===== config.mk =====
export PLATFORM = sky130hd
export DESIGN_NAME = plct_ctl
export DESIGN_NICKNAME = d
export VERILOG_FILES = /design/src/design/plct_pkg.sv /design/src/design/plct_ctl.sv
export VERILOG_INCLUDE_DIRS = /design/src /design/src/design
export SDC_FILE = /design/constraint.sdc
export NUM_CORES = 1
export LEC_CHECK = 0
export BUFFER_PORTS_ARGS = -buffer_cell sky130_fd_sc_hd__buf_2
export CAP_MARGIN = 20
export CORE_UTILIZATION = 35
export DETAILED_ROUTE_END_ITERATION = 12
export MAX_ROUTING_LAYER = met4
export PLACE_DENSITY = 0.71
export SYNTH_ARGS = -nofsm -noshare
export SYNTH_HDL_FRONTEND = slang
export SYNTH_SLANG_ARGS = --single-unit

===== constraint.sdc =====
create_clock -name clk -period 4.2 [get_ports clk]
set_input_delay 0.21 -clock clk [delete_from_list [all_inputs] [get_ports clk]]
set_output_delay 0.21 -clock clk [all_outputs]
set_load 0.02 [all_outputs]

===== src/design/piecewise_linear_curve_table_assert.svh =====
// assertion macros shared by the curve table modules
// no dependencies; included by the controller and the datapath
`ifndef PIECEWISE_LINEAR_CURVE_TABLE_ASSERT_SVH
`define PIECEWISE_LINEAR_CURVE_TABLE_ASSERT_SVH

// consequent must hold in the same cycle as the antecedent
`define PLCT_ASSERT_NOW(label, clk, rst_n, ante, cons) \
  label: assert property (@(posedge clk) disable iff (!rst_n) (ante) |-> (cons)) \
    else $error("plct check failed");

// consequent must hold in the cycle after the antecedent
`define PLCT_ASSERT_NEXT(label, clk, rst_n, ante, cons) \
  label: assert property (@(posedge clk) disable iff (!rst_n) (ante) |=> (cons)) \
    else $error("plct check failed");

`endif


===== src/design/plct_pkg.sv =====
// shared types and constants for the piecewise linear curve table
// no dependencies
`default_nettype none

package plct_pkg;

  localparam int MAX_POINTS_DEF = 64;
  localparam int FRAC_W         = 17;
  localparam int DIV_STEPS      = 16;
  localparam logic [FRAC_W-1:0] FRAC_ONE = 17'h10000;

  // item kinds
  typedef enum logic [1:0] {
    KIND_WRITE     = 2'd0,
    KIND_SET_COUNT = 2'd1,
    KIND_DELETE    = 2'd2,
    KIND_EVAL      = 2'd3
  } kind_t;

  // result status codes
  typedef enum logic [1:0] {
    STAT_DONE      = 2'd0,
    STAT_REFUSED   = 2'd1,
    STAT_SATURATED = 2'd2
  } status_t;

  // controller states
  typedef enum logic [3:0] {
    ST_IDLE,
    ST_DECODE,
    ST_SHIFT_RD,
    ST_SHIFT_WR,
    ST_EV_FIRST,
    ST_EV_LAST_RD,
    ST_EV_LAST,
    ST_EV_SCAN_RD,
    ST_EV_SCAN,
    ST_DIV,
    ST_MUL_HI,
    ST_MUL_LO,
    ST_SUM,
    ST_OUT
  } ctl_state_t;

  // datapath actions
  typedef enum logic [3:0] {
    ACT_NONE,
    ACT_LOAD,
    ACT_WRITE,
    ACT_SET_COUNT,
    ACT_DEL_REFUSE,
    ACT_DEL_START,
    ACT_SHIFT,
    ACT_DEL_END,
    ACT_EMPTY,
    ACT_CLAMP,
    ACT_SEG_INIT,
    ACT_SEG_STEP,
    ACT_SEG_HIT,
    ACT_DIV_STEP,
    ACT_MUL_HI,
    ACT_MUL_LO
  } dp_act_t;

  // read address sources
  typedef enum logic [1:0] {
    RD_ZERO,
    RD_LAST,
    RD_SCAN,
    RD_NEXT
  } rd_sel_t;

  typedef struct packed {
    dp_act_t act;
    rd_sel_t rd_sel;
    logic    sum;
  } ctl_cmd_t;

  typedef struct packed {
    kind_t kind;
    logic  cnt_zero;
    logic  del_ok;
    logic  shift_more;
    logic  x_le_rd;
    logic  rd_le_x;
    logic  x_lt_rd;
    logic  scan_last;
    logic  div_done;
  } dp_stat_t;

endpackage

`default_nettype wire


===== src/design/plct_ctl.sv =====
// controller state machine of the curve table
// depends on plct_pkg and the assertion macro header
`default_nettype none
`include "piecewise_linear_curve_table_assert.svh"

module plct_ctl import plct_pkg::*; (
  input  wire logic     clk,
  input  wire logic     rst_n,
  input  wire logic     in_valid,
  output logic          in_ready,
  output logic          out_valid,
  input  wire logic     out_ready,
  output ctl_cmd_t      cmd,
  input  wire dp_stat_t stat
);

  ctl_state_t state_r, state_nxt;

  // state register
  always_ff @(posedge clk) begin
    if (!rst_n) begin
      state_r <= ST_IDLE;
    end else begin
      state_r <= state_nxt;
    end
  end

  // next state and commands
  always_comb begin
    state_nxt  = state_r;
    cmd.act    = ACT_NONE;
    cmd.rd_sel = RD_ZERO;
    cmd.sum    = 1'b0;
    in_ready   = 1'b0;
    out_valid  = 1'b0;
    case (state_r)
      ST_IDLE: begin
        in_ready = 1'b1;
        if (in_valid) begin
          cmd.act   = ACT_LOAD;
          state_nxt = ST_DECODE;
        end
      end
      ST_DECODE: begin
        case (stat.kind)
          KIND_WRITE: begin
            cmd.act   = ACT_WRITE;
            state_nxt = ST_OUT;
          end
          KIND_SET_COUNT: begin
            cmd.act   = ACT_SET_COUNT;
            state_nxt = ST_OUT;
          end
          KIND_DELETE: begin
            if (stat.del_ok) begin
              cmd.act   = ACT_DEL_START;
              state_nxt = ST_SHIFT_RD;
            end else begin
              cmd.act   = ACT_DEL_REFUSE;
              state_nxt = ST_OUT;
            end
          end
          default: begin
            if (stat.cnt_zero) begin
              cmd.act   = ACT_EMPTY;
              state_nxt = ST_OUT;
            end else begin
              cmd.rd_sel = RD_ZERO;
              state_nxt  = ST_EV_FIRST;
            end
          end
        endcase
      end
      // delete: move each later point down one slot
      ST_SHIFT_RD: begin
        if (stat.shift_more) begin
          cmd.rd_sel = RD_NEXT;
          state_nxt  = ST_SHIFT_WR;
        end else begin
          cmd.act   = ACT_DEL_END;
          state_nxt = ST_OUT;
        end
      end
      ST_SHIFT_WR: begin
        cmd.act   = ACT_SHIFT;
        state_nxt = ST_SHIFT_RD;
      end
      // evaluate: clamp against first and last point
      ST_EV_FIRST: begin
        if (stat.x_le_rd) begin
          cmd.act   = ACT_CLAMP;
          state_nxt = ST_OUT;
        end else begin
          cmd.act   = ACT_SEG_INIT;
          state_nxt = ST_EV_LAST_RD;
        end
      end
      ST_EV_LAST_RD: begin
        cmd.rd_sel = RD_LAST;
        state_nxt  = ST_EV_LAST;
      end
      ST_EV_LAST: begin
        if (stat.rd_le_x) begin
          cmd.act   = ACT_CLAMP;
          state_nxt = ST_OUT;
        end else begin
          state_nxt = ST_EV_SCAN_RD;
        end
      end
      // segment search
      ST_EV_SCAN_RD: begin
        cmd.rd_sel = RD_SCAN;
        state_nxt  = ST_EV_SCAN;
      end
      ST_EV_SCAN: begin
        if (stat.x_lt_rd || stat.scan_last) begin
          cmd.act   = ACT_SEG_HIT;
          state_nxt = ST_DIV;
        end else begin
          cmd.act   = ACT_SEG_STEP;
          state_nxt = ST_EV_SCAN_RD;
        end
      end
      ST_DIV: begin
        if (stat.div_done) begin
          state_nxt = ST_MUL_HI;
        end else begin
          cmd.act = ACT_DIV_STEP;
        end
      end
      ST_MUL_HI: begin
        cmd.act   = ACT_MUL_HI;
        state_nxt = ST_MUL_LO;
      end
      ST_MUL_LO: begin
        cmd.act   = ACT_MUL_LO;
        state_nxt = ST_SUM;
      end
      ST_SUM: begin
        cmd.sum   = 1'b1;
        state_nxt = ST_OUT;
      end
      ST_OUT: begin
        out_valid = 1'b1;
        if (out_ready) begin
          state_nxt = ST_IDLE;
        end
      end
      default: begin
        state_nxt = ST_IDLE;
      end
    endcase
  end

  `PLCT_ASSERT_NEXT(a_accept_decodes, clk, rst_n, in_valid && in_ready, state_r == ST_DECODE)
  `PLCT_ASSERT_NOW(a_shift_wr_after_rd, clk, rst_n, state_r == ST_SHIFT_WR, $past(state_r) == ST_SHIFT_RD)

endmodule

`default_nettype wire


-- Word-level counts from Yosys, hierarchy flattened
Index checks and enable logic that the tools add are counted.
- output and inout port bits: 9
- register bits after elaboration: 4
- bits of input ports: 14
- word-level logic and storage cells: 50
- muxes and demuxes: 26
- equality and inequality tests: 18
- reductions and logical operators: 5
- operator list (cell ; number):
    $pmux 4 s14 ; 1
    $mux 4 ; 12
    $pmux 4 s10 ; 1
    $eq 4x4->1 const B ; 6
    $eq 4x3->1 const B ; 4
    $pmux 4 s3 ; 1
    $eq 4x2->1 const B ; 2
    $pmux 4 s2 ; 1
    $mux 3 ; 2
    $ne 2x2->1 const B ; 3
    $pmux 2 s3 ; 1
    $mux 1 ; 5
    $eq 4x1->1 const B ; 1
    $logic_not 4->1 ; 1
    $mux 2 ; 2
    $reduce_and 3->1 ; 1
    $eq 2x1->1 const B ; 1
    $eq 2x2->1 const B ; 1
    $logic_not 2->1 ; 1
    $reduce_or 2->1 ; 1
    $logic_or 1x1->1 ; 1

-- Logic depth before layout (Yosys ltp)
Gate-level depths: netlist of the first run.
- depth after elaboration: 4
- mapped depth: 6
- depth with buffers taken out: 4

-- Worst setup path after synthesis of the first run
OpenSTA, ideal clock, no wires.
- kind: reg-to-output
- start: register state_r[0]
- end: output port cmd[4] in the netlist's numbering
- data required time: 3990 ps
- cell stages (with the launch flop): 6
- path slack: 2247 ps
- arrival: 1743 ps
- path buffers: 2
- cell sequence: dfxtp_1 > buf_2 > buf_4 > nor3b_1 > a21oi_1 > o311ai_0
- RTL lines (item ; RTL line ; text):
    start: declaration ; plct_ctl.sv:17 ; ctl_state_t state_r, state_nxt;
    start signal: assignment ; plct_ctl.sv:24 ; state_r <= state_nxt;
    end: declaration ; plct_ctl.sv:13 ; output ctl_cmd_t cmd,

==> results of run 1 <==
[worst max path at each step]
stage | from | endpoint | slack [ps]
finish | state_r[3]$_SDFFE_PN0P_ | cmd[3] | 1860
global route | state_r[2]$_SDFFE_PN0P_ | cmd[3] | 1710
CTS | state_r[3]$_SDFFE_PN0P_ | cmd[3] | 1890
detailed placement | state_r[1]$_SDFFE_PN0P_ | cmd[3] | 2130
global placement | state_r[3]$_SDFFE_PN0P_ | cmd[3] | 2150
floorplan | state_r[0]$_SDFFE_PN0P_ | cmd[4] | 2250
[stage by stage]
| step | hold slack [ps] | std cells |
|---|---|---|
| final | 236 | 137 |
| after CTS | 230 | 137 |
| after global placement | 478 | 134 |
| after detailed placement | 481 | 134 |
| after floorplan | 341 | 98 |
| after global routing | 233 | 137 |
[per-layer routing]
metal  GRT usage  up-vias
met4      0.0424        0
li1            -      405
met1       0.236      377
met3      0.0440        0
met2       0.252       32
met5           -        -
[logic make-up after synthesis]
family / after synthesis / share of synthesized area
buffers and inverters: 15 / 0.123
AOI/OAI and AO/OA: 36 / 0.379
DFF: 4 / 0.123
and+or+nand+nor: 41 / 0.343
muxes: 2 / 0.0326
[cells in the final DEF, fill, tap and decap left out, types with 2 or more instances in the layout]
cell,count
buf_2,22
a21oi_1,9
nor2_1,8
o21ai_0,8
nand2_1,8
inv_1,4
nor3_1,4
dfxtp_1,4
nand2b_1,3
nor2b_1,3
a41oi_1,3
clkbuf_4,3
nor3b_1,2
a2bb2oi_1,2
nand4b_1,2
or3_1,2
nand3b_1,2
a311oi_1,2
o311a_1,2
[final cells by class]
type | count | area (sq um)
repair buffers | 22 | 110
clock buffers | 3 | 22.5
well taps | 25 | 31.3
multi-input cells | 79 | 493
flip-flops and latches | 4 | 80.1
fillers | 187 | 993
inverters | 4 | 15.0
[power by group]
part           internal, uW  switching [uW]
combinational           149             172
sequential             55.1             104
clock                  31.8            13.8
total                   235             290
==> impl_metrics.ini, run 1 <==
[logic_synthesis]
ys_ff_latch = 4
async_reset_ff_frac = 0
syn_area_per_cell_sq_um = 6.66
synth_most_common_cell = a21oi_1
synth_edf_count = 0
netlist_instances = 98
seq_area_frac_synth = 0.123
ys_warn_count = 0
synth_top_cell_by_area = dfxtp_1
synth_area_leaders = dfxtp_1 12%, a21oi_1 6.9%, o21ai_0 6.1%
synthTopCellsByCount = 9 x a21oi_1, 8 x nand2_1, 8 x nor2_1, 8 x o21ai_0, 7 x buf_2
synthDominantCellAreaShare = 0.123
synth_flop_cell = dfxtp_1
syn-cell-area_sq_um = 653
synth_cell_types = 40
synthesis.nets = 112

[worst_setup_path]
critPathLaunchType = flip-flop
worst-path-buf-inv = 1
cp_cell_sequence = nor3_1, o21ai_0, nand2_1, or3_1, buf_2
reg2reg_from = state_r[2]$_SDFFE_PN0P_
cpLargestDelayFamily = flip-flops
critPathKind = reg2out
required_ps = 3990
crit_slowest_cell = dfxtp_1
worst-r2r-cell-count = 4
path_max_fanout = 28
crit_cells = 5
r2r_slack_ps = 2370
arrival_ps = 2130
r2r-end = state_r[0]$_SDFFE_PN0P_
max_stage_delay_ps = 850
end_kind = output port

[routing]
via_per_inst = 5.94
dr.pass1.iters = 4
vias = 814
wl_met1_um = 780
drt-total-wl_um = 1710
routedWlPerCell_um = 12.5
dr_wl_met2_um = 843
drc = 0
ant_nets = 0
first_iter_violations = 25
dr.max_layer_used = met3
route.met3.wl_um = 89

[sta]
clock-skew-final_ps = 0.637
finalSetupViolCount = 0
period_needed_ps = 2340
worst_slack_ps = 1860
relSlewSlack = 0.443
drv_slew = 0
max_freq_ghz = 0.426
hold_violations = 0
setup_tns_ps = 0
worst_pin_slew_ps = 834
fin_crit_sh = 0.558
grt_setup_unrepaired = no

[power_and_ir_drop]
p_leak_uw = 0.000312
vdd_ir_drop_max_mv = 0.212
pwr_density_cell_mw_per_mm2 = 699
power_uw = 525

[placed_design]
port_buffers = 22
detailedPlace.worstSlack_ps = 2130
hpwl_um = 1240
gp_congestion = 0.828
dpl_cell_area_sq_um = 729

[clock_network]
clock_latency_ps = 230
post-cts-setup-buffer-count = 0
cts-root-buf = clkbuf_4
cts_tree = done
hold_buffers = 0
clock-sinks = 4
clockBufferDepth = 2
path_clk_slew_ps = 30
post_cts_resized = 0
htreeDepth = 1
cts-buffers-inserted = 3

[floorplanning]
num_rows = 15
ios = 23
coreArea_sq_mm = 0.00175
start_util = 0.374
die_w_um = 45.2
die_area_sq_mm = 0.00204
die_height_um = 45.2

[layout]
n_antenna_cell = 0
drive_above_1_share = 0.241
finalInstanceArea_sq_um = 752
post-route-util = 0.431
largest_register_ffs = 4
top_register = state_r
syn_to_final_growth_pct = 15.1
nNetsFinal = 128
top_regs = state_r x4

[global_route]
grt.total_usage = 0.173
grt_max_degree = 29
grt_pass1_vias = 600
grt_overflow_total = 0
grt_pass1_wl_um = 2590
antenna_found_initial = 0

[min_path]
hold_start = rst_n
whs_endpoint = state_r[1]$_SDFFE_PN0P_
hold_depth = 2
worstHoldPathType = in2reg

[run_status]
status = finished, final reports clean

[flow_run]
cap_viol_max_count = 0
(Power assumes the default switching activity.)
==> run 2: changes to the inputs <==
clock period = 2.3 ns   (was 4.2 ns; I/O delays follow)
==> impl_metrics.ini, run 2 (same netlist as run 1, synthesis figures left out) <==
[layout]
final_cell_mix = 22 x buf_2, 9 x a21oi_1, 8 x nor2_1, 8 x o21ai_0, 8 x nand2_1
drive_above_1_share = 0.274
finalInstanceArea_sq_um = 790
top_regs = state_r x4
n_antenna_cell = 0
final_common_cell = buf_2
stdcell_count = 142
top_register = state_r
syn_to_final_growth_pct = 20.9
post-route-util = 0.452
nNetsFinal = 133
largest_register_ffs = 4

[sta]
clock-skew-final_ps = 0.953
drv_slew = 0
relSlewSlack = 0.525
max_freq_ghz = 0.471
period_needed_ps = 2120
setup_tns_ps = 0
worst_pin_slew_ps = 711
fin_crit_sh = 0.924
hold_violations = 0
grt_setup_unrepaired = no
finalSetupViolCount = 0

[clock_network]
clockBufferDepth = 2
cts_tree = done
path_clk_slew_ps = 40
post-cts-setup-buffer-count = 0
cts-buffers-inserted = 3
clock-sinks = 4
post_cts_resized = 0
htreeDepth = 1
hold_buffers = 0
cts-root-buf = clkbuf_4
clock_latency_ps = 220

[worst_setup_path]
path_max_fanout = 24
end_kind = output port
arrival_ps = 2010
max_stage_delay_ps = 770
required_ps = 2180
critPathKind = reg2out
worst-path-buf-inv = 1
critPathLaunchType = flip-flop
crit_slowest_cell = dfxtp_1
cp_cell_sequence = nor4b_1, nand2_1, o32ai_1, or3_1, buf_2
cpLargestDelayFamily = flip-flops

[placed_design]
port_buffers = 22
dp_cells = 139
dpl_cell_area_sq_um = 767
gp_congestion = 0.868
hpwl_um = 1370

[power_and_ir_drop]
vdd_ir_drop_max_mv = 0.412
pwr_density_cell_mw_per_mm2 = 1300
p_leak_uw = 0.000337
power_uw = 1030

[min_path]
worstHoldPathType = in2reg

[floorplanning]
die_area_sq_mm = 0.00204
ios = 23
num_rows = 15
die_height_um = 45.2
start_util = 0.374
coreArea_sq_mm = 0.00175
die_w_um = 45.2

[routing]
drc = 0
routedWlPerCell_um = 12.9
via_per_inst = 5.72
dr.pass1.iters = 4
drt-total-wl_um = 1830
wl_met1_um = 842
ant_nets = 0
dr.max_layer_used = met3
vias = 812
first_iter_violations = 21
dr_wl_met2_um = 870
route.met3.wl_um = 112

[global_route]
grt_max_degree = 25
grt_overflow_total = 0
antenna_found_initial = 0
grt_pass1_wl_um = 2820
grt_pass1_vias = 667
grt.total_usage = 0.185

[run_status]
status = finished, final reports clean

[flow_run]
cap_viol_max_count = 0
==> run 2: cell types whose count changed in the layout (fill, tap and decap cells not counted), sizes merged <==
cell and change:
buf +5
==> run 2: final timing paths <==
| check | start | endpoint | slack [ps] | cells after the start |
|---|---|---|---|---|
| max reg2reg | state_r[0]$_SDFFE_PN0P_ | state_r[3]$_SDFFE_PN0P_ | 510 | 5 |
| min reg2reg | state_r[2]$_SDFFE_PN0P_ | state_r[3]$_SDFFE_PN0P_ | 670 | 2 |
| max | state_r[0]$_SDFFE_PN0P_ | cmd[3] | 180 | 5 |
| min | rst_n | state_r[1]$_SDFFE_PN0P_ | 160 | 2 |
==> run 2: report_power, final <==
part | switching [uW] | internal [uW]
registers | 111 | 101
clock network | 25.1 | 58.1
logic | 414 | 318
==> run 2: layer usage <==
metal | global-route usage | vias to the layer above
met4 | 0.0242 | 0
li1 | - | 408
met3 | 0.0200 | 0
met1 | 0.241 | 369
met2 | 0.313 | 35
met5 | - | -
==> run 2: stage by stage <==
stage	setup slack, ps	hold slack [ps]
global placement	486	391
CTS	202	160
detailed placement	447	397
global route	46.3	155
finish	176	165
floorplan	442	246
==> run 2: layout make-up <==
| cell class | instances | area (sq um) |
|---|---|---|
| multi-input cells | 79 | 493 |
| repair buffers | 27 | 148 |
| clock buffers | 3 | 22.5 |
| well taps | 25 | 31.3 |
| fillers | 195 | 956 |
| flip-flops and latches | 4 | 80.1 |
| inverters | 4 | 15.0 |
==> run 2: worst register-to-register path: cells and delay by family (launching register included) <==
kind / cells / cell delay (ps)
AO/OA/AOI/OAI: 2 / 500
buffers and inverters: 1 / 180
flip-flops: 1 / 770
AND/OR/NAND/NOR: 2 / 250
